[src/rtl/core/ipid_pkg.sv]
// ----------------------------------------------------------------------------
// ipid_pkg
// Shared types and constants of the incremental PID controller.
// ----------------------------------------------------------------------------
package ipid_pkg;

  localparam int unsigned FracBitsDefault = 16;
  localparam int unsigned DataW = 32;
  localparam int unsigned PeriodW = 31;
  localparam int unsigned CfgIdxW = 2;

  localparam logic [CfgIdxW-1:0] RegKp = 2'd0;
  localparam logic [CfgIdxW-1:0] RegKi = 2'd1;
  localparam logic [CfgIdxW-1:0] RegKd = 2'd2;
  localparam logic [CfgIdxW-1:0] RegDt = 2'd3;

  // width of coefficient a, b, c (magnitude below 2^58)
  localparam int unsigned CoefW = 64;
  // accumulator of a*e + b*e1 + c*e2
  localparam int unsigned AccW = 104;

  typedef enum logic [3:0] {
    ST_IDLE,
    ST_DIV,
    ST_IMUL,
    ST_COEF,
    ST_MAC0,
    ST_MAC1,
    ST_MAC2,
    ST_FINISH,
    ST_OUT
  } ipid_state_t;

endpackage

[src/rtl/core/ipid_div.sv]
// ----------------------------------------------------------------------------
// ipid_div
// Bit-serial restoring divider: quotient = trunc(kd * 2^F / dt), one bit a cycle.
// ----------------------------------------------------------------------------
module ipid_div #(
  parameter int unsigned FRAC_BITS = ipid_pkg::FracBitsDefault
) (
  input  logic                         clk,
  input  logic                         start,
  input  logic signed [ipid_pkg::DataW-1:0]   kd,
  input  logic [ipid_pkg::PeriodW-1:0] dt,
  output logic                         done,
  output logic signed [ipid_pkg::CoefW-1:0]   quot
);
  import ipid_pkg::*;

  localparam int unsigned NumW = DataW + FRAC_BITS;
  localparam int unsigned CntW = $clog2(NumW + 1);

  logic [NumW-1:0] num;
  logic [PeriodW:0] rem;
  logic [PeriodW-1:0] den;
  logic [CntW-1:0] cnt;
  logic neg;
  logic busy;
  logic [PeriodW+1:0] trial;
  logic [NumW-1:0] mag;
  logic [CoefW-1:0] qext;

  assign mag = kd[DataW-1] ? NumW'(-{{FRAC_BITS{1'b0}}, kd} << FRAC_BITS)
                           : NumW'({{FRAC_BITS{1'b0}}, kd} << FRAC_BITS);
  assign trial = {rem, num[NumW-1]} - {2'b00, den};
  assign qext = CoefW'(num);

  always_ff @(posedge clk) begin
    done <= 1'b0;
    if (start) begin
      num  <= mag;
      rem  <= '0;
      den  <= (dt == '0) ? PeriodW'(1) : dt;
      neg  <= kd[DataW-1];
      cnt  <= CntW'(NumW);
      busy <= 1'b1;
    end else if (busy) begin
      if (!trial[PeriodW+1]) begin
        rem <= trial[PeriodW:0];
        num <= {num[NumW-2:0], 1'b1};
      end else begin
        rem <= {rem[PeriodW-1:0], num[NumW-1]};
        num <= {num[NumW-2:0], 1'b0};
      end
      cnt <= cnt - CntW'(1);
      if (cnt == CntW'(1)) begin
        busy <= 1'b0;
        done <= 1'b1;
      end
    end
  end

  assign quot = neg ? -$signed(qext) : $signed(qext);
endmodule

[src/rtl/core/ipid_mul.sv]
// ----------------------------------------------------------------------------
// ipid_mul
// Serial signed multiplier: 64-bit coefficient times 33-bit operand,
// one multiplier digit of 4 bits a cycle.
// ----------------------------------------------------------------------------
module ipid_mul (
  input  logic                              clk,
  input  logic                              start,
  input  logic signed [ipid_pkg::CoefW-1:0] coef,
  input  logic signed [32:0]                opnd,
  output logic                              done,
  output logic signed [ipid_pkg::AccW-1:0]  prod
);
  import ipid_pkg::*;

  localparam int unsigned DigW = 4;
  localparam int unsigned OpW = 36;
  localparam int unsigned Steps = OpW / DigW;
  localparam int unsigned CntW = $clog2(Steps + 1);

  logic [OpW-1:0] sh;
  logic signed [AccW-1:0] mcand;
  logic [CntW-1:0] cnt;
  logic busy;
  logic signed [AccW-1:0] part;

  // top digit carries the sign weight
  always_comb begin
    if (cnt == CntW'(1)) begin
      part = mcand * $signed({1'b0, sh[DigW-1:0]}) - ((sh[DigW-1]) ? (mcand <<< DigW) : '0);
    end else begin
      part = mcand * $signed({1'b0, sh[DigW-1:0]});
    end
  end

  always_ff @(posedge clk) begin
    done <= 1'b0;
    if (start) begin
      sh    <= {{(OpW-33){opnd[32]}}, opnd};
      mcand <= AccW'(coef);
      prod  <= '0;
      cnt   <= CntW'(Steps);
      busy  <= 1'b1;
    end else if (busy) begin
      prod  <= prod + part;
      mcand <= mcand <<< DigW;
      sh    <= sh >> DigW;
      cnt   <= cnt - CntW'(1);
      if (cnt == CntW'(1)) begin
        busy <= 1'b0;
        done <= 1'b1;
      end
    end
  end
endmodule

[src/rtl/core/incremental_pid_controller.sv]
// From input accept to the result: the one-bit-per-cycle divider for kd/dt, then
// four passes of the 4-bit-per-cycle serial multiplier, plus the coefficient,
// finish and output states. One word at a time: a new word is accepted only
// after the result of the last one is taken, so output stalls hold it off.
// Reset (rst, synchronous): gains zero, sample period 1.0, error history and
// accumulated drive cleared, no result pending.
// ----------------------------------------------------------------------------
// incremental_pid_controller
// Velocity-form PID step with serial divide and serial multiply-accumulate.
// ----------------------------------------------------------------------------
module incremental_pid_controller #(
  parameter int unsigned FRAC_BITS = ipid_pkg::FracBitsDefault
) (
  input  logic                                clk,
  input  logic                                rst,
  input  logic                                cfg_valid,
  output logic                                cfg_ready,
  input  logic [ipid_pkg::CfgIdxW-1:0]        cfg_index,
  input  logic [ipid_pkg::DataW-1:0]          cfg_data,
  input  logic                                in_valid,
  output logic                                in_ready,
  input  logic signed [ipid_pkg::DataW-1:0]   measured,
  input  logic signed [ipid_pkg::DataW-1:0]   setpoint,
  output logic                                out_valid,
  input  logic                                out_ready,
  output logic signed [ipid_pkg::DataW-1:0]   drive,
  output logic signed [ipid_pkg::DataW-1:0]   increment,
  output logic                                saturated
);
  import ipid_pkg::*;

  localparam logic signed [DataW-1:0] Max32 = {1'b0, {(DataW-1){1'b1}}};
  localparam logic signed [DataW-1:0] Min32 = {1'b1, {(DataW-1){1'b0}}};

  ipid_state_t state, state_next;

  logic signed [DataW-1:0] kp, ki, kd;
  logic [PeriodW-1:0] dt;
  logic signed [DataW-1:0] e0, e1, e2, acc;
  logic signed [CoefW-1:0] cq, iterm;
  logic signed [CoefW-1:0] ca, cb;
  logic signed [AccW-1:0] sum;

  logic div_start, div_done;
  logic signed [CoefW-1:0] div_q;
  logic mul_start, mul_done;
  logic signed [CoefW-1:0] mul_coef;
  logic signed [32:0] mul_op;
  logic signed [AccW-1:0] mul_p;

  logic signed [DataW:0] ediff;
  logic signed [DataW-1:0] enew;
  logic signed [AccW-1:0] shifted;
  logic signed [DataW-1:0] inc32;
  logic inc_clip;
  logic signed [DataW:0] dsum;
  logic [PeriodW-1:0] dt_eff;

  assign dt_eff = (dt == '0) ? PeriodW'(1) : dt;
  assign ediff = {setpoint[DataW-1], setpoint} - {measured[DataW-1], measured};
  assign enew = (ediff > $signed({1'b0, Max32})) ? Max32 :
                (ediff < $signed({1'b1, Min32})) ? Min32 : ediff[DataW-1:0];

  assign ca = CoefW'(kp) + iterm + cq;
  assign cb = -CoefW'(kp) + iterm - (cq <<< 1);

  ipid_div #(.FRAC_BITS(FRAC_BITS)) u_div (
    .clk(clk), .start(div_start), .kd(kd), .dt(dt), .done(div_done), .quot(div_q)
  );

  ipid_mul u_mul (
    .clk(clk), .start(mul_start), .coef(mul_coef), .opnd(mul_op),
    .done(mul_done), .prod(mul_p)
  );

  always_comb begin
    state_next = state;
    case (state)
      ST_IDLE:   if (in_valid && in_ready) state_next = ST_DIV;
      ST_DIV:    if (div_done) state_next = ST_IMUL;
      ST_IMUL:   if (mul_done) state_next = ST_COEF;
      ST_COEF:   state_next = ST_MAC0;
      ST_MAC0:   if (mul_done) state_next = ST_MAC1;
      ST_MAC1:   if (mul_done) state_next = ST_MAC2;
      ST_MAC2:   if (mul_done) state_next = ST_FINISH;
      ST_FINISH: state_next = ST_OUT;
      ST_OUT:    if (out_ready) state_next = ST_IDLE;
      default:   state_next = ST_IDLE;
    endcase
  end

  always_comb begin
    in_ready  = (state == ST_IDLE) && !cfg_valid;
    cfg_ready = (state == ST_IDLE);
    out_valid = (state == ST_OUT);
    div_start = in_valid && in_ready;
    mul_start = ((state == ST_DIV) && div_done) || ((state == ST_COEF)) ||
                ((state == ST_MAC0 || state == ST_MAC1) && mul_done);
    case (state)
      ST_DIV: begin
        mul_coef = CoefW'(ki);
        mul_op   = {2'b00, dt_eff};
      end
      ST_COEF: begin
        mul_coef = ca;
        mul_op   = {e0[DataW-1], e0};
      end
      ST_MAC0: begin
        mul_coef = cb;
        mul_op   = {e1[DataW-1], e1};
      end
      default: begin
        mul_coef = cq;
        mul_op   = {e2[DataW-1], e2};
      end
    endcase
  end

  assign shifted = sum >>> FRAC_BITS;
  assign inc_clip = (shifted > AccW'(Max32)) || (shifted < $signed(AccW'(Min32)));
  assign inc32 = (shifted > AccW'(Max32)) ? Max32 :
                 (shifted < $signed(AccW'(Min32))) ? Min32 : shifted[DataW-1:0];
  assign dsum = {acc[DataW-1], acc} + {inc32[DataW-1], inc32};

  always_ff @(posedge clk) begin
    if (rst) begin
      state <= ST_IDLE;
      kp <= '0; ki <= '0; kd <= '0;
      dt <= PeriodW'(1) << FRAC_BITS;
      e0 <= '0; e1 <= '0; e2 <= '0; acc <= '0;
    end else begin
      state <= state_next;
      if (cfg_valid && cfg_ready) begin
        case (cfg_index)
          RegKp:   kp <= cfg_data;
          RegKi:   ki <= cfg_data;
          RegKd:   kd <= cfg_data;
          RegDt:   dt <= cfg_data[PeriodW-1:0];
          default: ;
        endcase
      end
      if (in_valid && in_ready) begin
        e2 <= e1; e1 <= e0; e0 <= enew;
      end
      if (state == ST_FINISH) begin
        if (dsum > $signed({1'b0, Max32})) acc <= Max32;
        else if (dsum < $signed({1'b1, Min32})) acc <= Min32;
        else acc <= dsum[DataW-1:0];
      end
    end
  end

  always_ff @(posedge clk) begin
    if (state == ST_DIV && div_done) cq <= div_q;
    if (state == ST_IMUL && mul_done) iterm <= CoefW'(mul_p >>> (FRAC_BITS + 1));
    if (state == ST_COEF) begin
      sum <= '0;
    end
    if ((state == ST_MAC0 || state == ST_MAC1 || state == ST_MAC2) && mul_done)
      sum <= sum + mul_p;
    if (state == ST_FINISH) begin
      increment <= inc32;
      saturated <= inc_clip || (dsum > $signed({1'b0, Max32})) ||
                   (dsum < $signed({1'b1, Min32}));
      if (dsum > $signed({1'b0, Max32})) drive <= Max32;
      else if (dsum < $signed({1'b1, Min32})) drive <= Min32;
      else drive <= dsum[DataW-1:0];
    end
  end
endmodule

[config.mk]
export PLATFORM = sky130hd
export DESIGN_NAME = incremental_pid_controller
export DESIGN_NICKNAME = d
export VERILOG_FILES = /design/src/rtl/core/ipid_pkg.sv /design/src/rtl/core/ipid_div.sv /design/src/rtl/core/ipid_mul.sv /design/src/rtl/core/incremental_pid_controller.sv
export SDC_FILE = /design/constraint.sdc
export NUM_CORES = 2
export LEC_CHECK = 0
export BUFFER_PORTS_ARGS = -buffer_cell sky130_fd_sc_hd__buf_2
export CORE_MARGIN = 3
export CORE_UTILIZATION = 30
export DETAILED_ROUTE_END_ITERATION = 6
export HOLD_SLACK_MARGIN = 0.15
export PLACE_DENSITY = 0.43
export SETUP_SLACK_MARGIN = 0.15
export SYNTH_ARGS = -nofsm -noshare
export SYNTH_HDL_FRONTEND = slang
export SYNTH_SLANG_ARGS = --single-unit
[constraint.sdc]
create_clock -name clk -period 24.6 [get_ports clk]
set_clock_uncertainty 0.05 [all_clocks]
set_input_delay 6.15 -clock clk [delete_from_list [all_inputs] [get_ports clk]]
set_output_delay 6.15 -clock clk [all_outputs]
set_load 0.02 [all_outputs]
* Word-level counts from Yosys, hierarchy flattened
Cells that the tools add are included.
** Storage, ports and cells
- Flip-flop bits (word level) :: 926
- Output and inout port bits :: 68
- Word-level logic and storage cells :: 139
** Operators by class
- Add/sub/neg operators :: 15
- $mul :: 2
- $lt $le $gt $ge :: 6
- Eq/ne operators :: 20
- Multiplexer cells :: 37
- Bitwise logic cells :: 2
- Reductions and logical operators :: 28
** Operator list (number)
- $mux 104 :: 6
- $mux 32 :: 7
- $add 104x104->104 :: 2
- $mux 48 :: 4
- $pmux 64 s3 :: 1
- $add 64x64->64 :: 2
- $mul 104x4->104 :: 1
- $mul 104x5->104 :: 1
- $sub 104x104->104 :: 1
- $pmux 33 s3 :: 1
- $gt 88x32->1 const B :: 1
- $lt 88x32->1 const B :: 1
- $mux 36 :: 2
- $gt 33x32->1 const B :: 2
- $lt 33x32->1 const B :: 2
- $add 32x64->64 :: 1
- $neg 32->64 :: 1
- $neg 48->64 :: 1
- $sub 64x64->64 :: 1
- $pmux 4 s9 :: 1
- $add 32x32->33 :: 1
- $sub 32x32->33 :: 1
- $sub 33x31->33 :: 1
- $neg 32->32 :: 1
- other kinds (24) :: 67

* Logic depth before layout (Yosys ltp)
- Word-level depth :: 7
- Gate-level depth with buffers :: 41
- Gate-level depth less buffers :: 38

* Hierarchy
From an unflattened synthesis, not the netlist that was laid out.
** Second synthesis, totals
- Cells, all modules :: 11576
- Area, all modules :: 95681.8 µm²
** By module, submodules not included
- ipid_mul :: times used 1, cells each 5853, area an instance 46295.7 µm², seq. area each 6316.1 µm²
- incremental_pid_controller :: times used 1, cells each 4789, area an instance 41050.6 µm², seq. area each 14103.5 µm²
- ipid_div :: times used 1, cells each 934, area an instance 8335.5 µm², seq. area each 3203.1 µm²

* Worst setup path before layout
Ideal clock, no wire load.
- Path type :: input -> output
- Start :: input cfg_valid
- End :: output in_ready
- Arrival :: 6.485 ns
- Setup slack :: 11.915 ns
- Stages on the path :: 1
- Cells stage by stage :: nor2b_1
** On the way
- Cells in the longest elaborated chain, start to end :: 2
** Ends and longest elaborated chain
- start, declared :: RTL line incremental_pid_controller.sv:16 : input logic cfg_valid,
- $logic_not 1->1 :: RTL line incremental_pid_controller.sv:93 : in_ready = (state == ST_IDLE) && !cfg_valid;
- $logic_and 1x1->1 :: RTL line incremental_pid_controller.sv:93
- end, declared :: RTL line incremental_pid_controller.sv:21 : output logic in_ready,
No other way between the ends.

* Worst setup path in the final report
Ends and elaborated chain as after synthesis.

==> key figures <==
Clock tree
  • CTS tree: built
  • CTS Buffer Depth: 3
  • H-tree depth: 3
  • Clk sinks: around 920
  • CTS buffer count: between 100 and 150
  • Post-CTS Hold Buffers: 0
  • Post-CTS setup buffers: 0
  • Post-cts resize count: 0
  • Clock root buffer: clkbuf_16
  • Clk_lat worst skew: roughly 0.83 ns
  • CTS clk-pin slew, worst paths: 0.06 ns

Die
  • Die X-Extent: ~560 um
  • Starting Density: between 30% and 40%
  • Die area: roughly 320000 um^2
  • Num rows: between 200 and 250
  • IO Count: ~170
  • Core area: just over 300000 um^2
  • Die extent in y: around 560 um

STA
  • Final Hold Vio Count: 0
  • F_max: roughly 0.077 GHz
  • Max_slew headroom: a little over an eighth
  • Endpoints failing setup: 0
  • Slew of the pin with the lowest slew margin: 1.29 ns
  • Pins Over Slew Limit: 0
  • Final TNS setup: 0 ns
  • Final cycle utilization of the critical path: between 50% and 60%
  • Minimum clock period: roughly 13 ns
  • RSZ-0062 raised after global routing: no

Route
  • Iteration-0 DRC Markers: between 5000 and 6000
  • Post-Route WL: between 300000 and 400000 um
  • Via/cell ratio: roughly 5.3
  • Vias: 79749
  • WL per Instance: roughly 22 um
  • DRC Markers: 0
  • Remaining antenna violation count: 0
  • First-pass detailed-route iteration total: 7

Global route
  • GRT overflow: 0
  • Largest net degree at the start of global routing: 156
  • Initial antenna violation count: 15
  • First-pass GRT wire length: 504000 um
  • Number of global-route vias before repair: approximately 80000
  • Gr usage total: about a fifth

Placement
  • Final GP Congestion: between 0.9 and 1
  • DP HPWL: between 200000 and 300000 um
  • Buffers on Ports: 170

Synth
  • Share of the synthesized area in the top cell type: ~17%
  • Largest area contributor in the netlist: edfxtp_1
  • EDFF count, synth: around 500
  • Main area contributors after synthesis: edfxtp_1 17%, fa_1 13%, ha_1 10%
  • Synthesized area: just over 90000 um^2
  • Synth Flop Type: edfxtp_1
  • Async SR Flop Fraction: 0%
  • Post-Syn Instances: approximately 11000
  • Top-count cell post-synth: inv_1
  • Synthesized Nets: between 10000 and 15000
  • Sequential cell area fraction in the yosys report: 25.4%
  • Number of synthesized register bits: roughly 900
  • YS warnings: 0
  • Syn Area/Cell: 8.36 um^2
  • Synth cell count leaders: 1327 x inv_1, 1321 x nand2_1, 1051 x a21oi_1, 751 x ha_1, 706 x nor2_1
  • Yosys cell types: 94

Worst setup path
  • Worst Setup Start Kind: input pin
  • Data arrival time of the critical path: approximately 6.7 ns
  • CP Capture Type: output pin
  • Reg2reg path depth: 37
  • Crit Path Class: in2out
  • R2R setup slack: ~13 ns
  • Worst path required time: about 18 ns
  • Crit path max fanout: 5

Run status
  • Status: completed

Final layout
  • Area grow syn2layout: 9.35%
  • Layout cells sized above 1: 5.07%
  • Final #Nets: ~12000

Min path
  • Worst hold path depth: 2
  • Hold WC Path Type: reg2reg

Flow run
  • Max cap viols: 0
==> final timing paths <==
| check | startpoint | to |
|---|---|---|
| setup / recovery | cfg_valid | in_ready |
| hold / removal | e1[13] | e2[13] |
| setup reg to reg | u_mul.sh[3] | u_mul.prod[102] |
| hold reg to reg | e1[13] | e2[13] |
==> cell usage in the layout, fill, tap and decap left out, drive strengths merged, types with 169 or more instances in the layout <==
| cell | n |
|---|---|
| a21o | 473 |
| a21oi | 1052 |
| and2 | 198 |
| buf | 263 |
| clkbuf | 169 |
| dfxtp | 409 |
| edfxtp | 514 |
| fa | 627 |
| ha | 751 |
| inv | 1332 |
| nand2 | 1321 |
| nand4 | 190 |
| nor2 | 707 |
| o21ai | 604 |
| xnor2 | 401 |
| xor2 | 266 |
==> sequential cells by signal (all words and copies together), names as in the netlist, 32 cells and up <==
name / cells
u_mul.prod: 104
kd: 32
increment: 32
cq: 64
ki: 32
drive: 32
acc: 32
u_div.rem: 32
iterm: 64
u_div.num: 48
kp: 32
u_mul.sh: 33
e0: 32
sum: 104
u_mul.mcand: 104
e2: 32
e1: 32
==> cell families (layout without fill, tap and decap cells) <==
logic type | after synthesis | count (layout) | share of synthesized area (%)
AND/OR/NAND/NOR | 3120 | 3120 | 15.4
AO/OA/AOI/OAI | 3038 | 3038 | 20.5
buffers and inverters | 1896 | 1817 | 7.68
adder cells (fa/ha/maj) | 1397 | 1397 | 23.8
flip-flops | 923 | 923 | 25.4
XOR/XNOR | 667 | 667 | 6.27
multiplexers | 96 | 96 | 1.03
other | 0 | 6 | 0
==> worst max-delay path, cell delays in order <==
cell,delay [ns]
buf_2,0.13
nor2b_1,0.23
buf_2,0.22
==> routing by layer <==
layer	global-route usage [%]	vias up	wire [um]	share of wire [%]
li1	-	37990	-	-
met1	29.7	39549	160000	48
met2	32.3	1925	147000	44
met3	2.90	283	18200	5.5
met4	4.17	2	6910	2.1
met5	0	-	14	0.0042
==> final cells by class <==
cell class	count	area, um^2
Fill cell	32660	205000
Multi-Input combinational cell	8318	62500
Sequential cell	923	23600
Tap cell	4100	5130
Inverter	1328	4990
Clock buffer	168	3380
Timing Repair Buffer	264	1580
Clock inverter	57	602
Antenna cell	6	15.0
==> through the flow <==
| step | worst slack, ns | hold WS (ns) | cell area [um^2] | utilization, % | cells |
|---|---|---|---|---|---|
| 5_1_grt | 11.66 | 0.400 | 102000 | 33.1 | 15160 |
| 3_3_place_gp | 11.65 | 0.389 | 97800 | 31.8 | 14933 |
| 4_1_cts | 11.68 | 0.402 | 102000 | 33.1 | 15158 |
| 2_1_floorplan | 11.91 | 0.382 | 93100 | - | 11137 |
| 3_5_place_dp | 11.67 | 0.398 | 97800 | 31.8 | 14933 |
| 6_report | 11.68 | 0.402 | 102000 | 33.1 | 15164 |
Power is left out: the tool's default activity adds up to more than one toggle a clock period on the data nets, which glitch-free logic cannot reach.
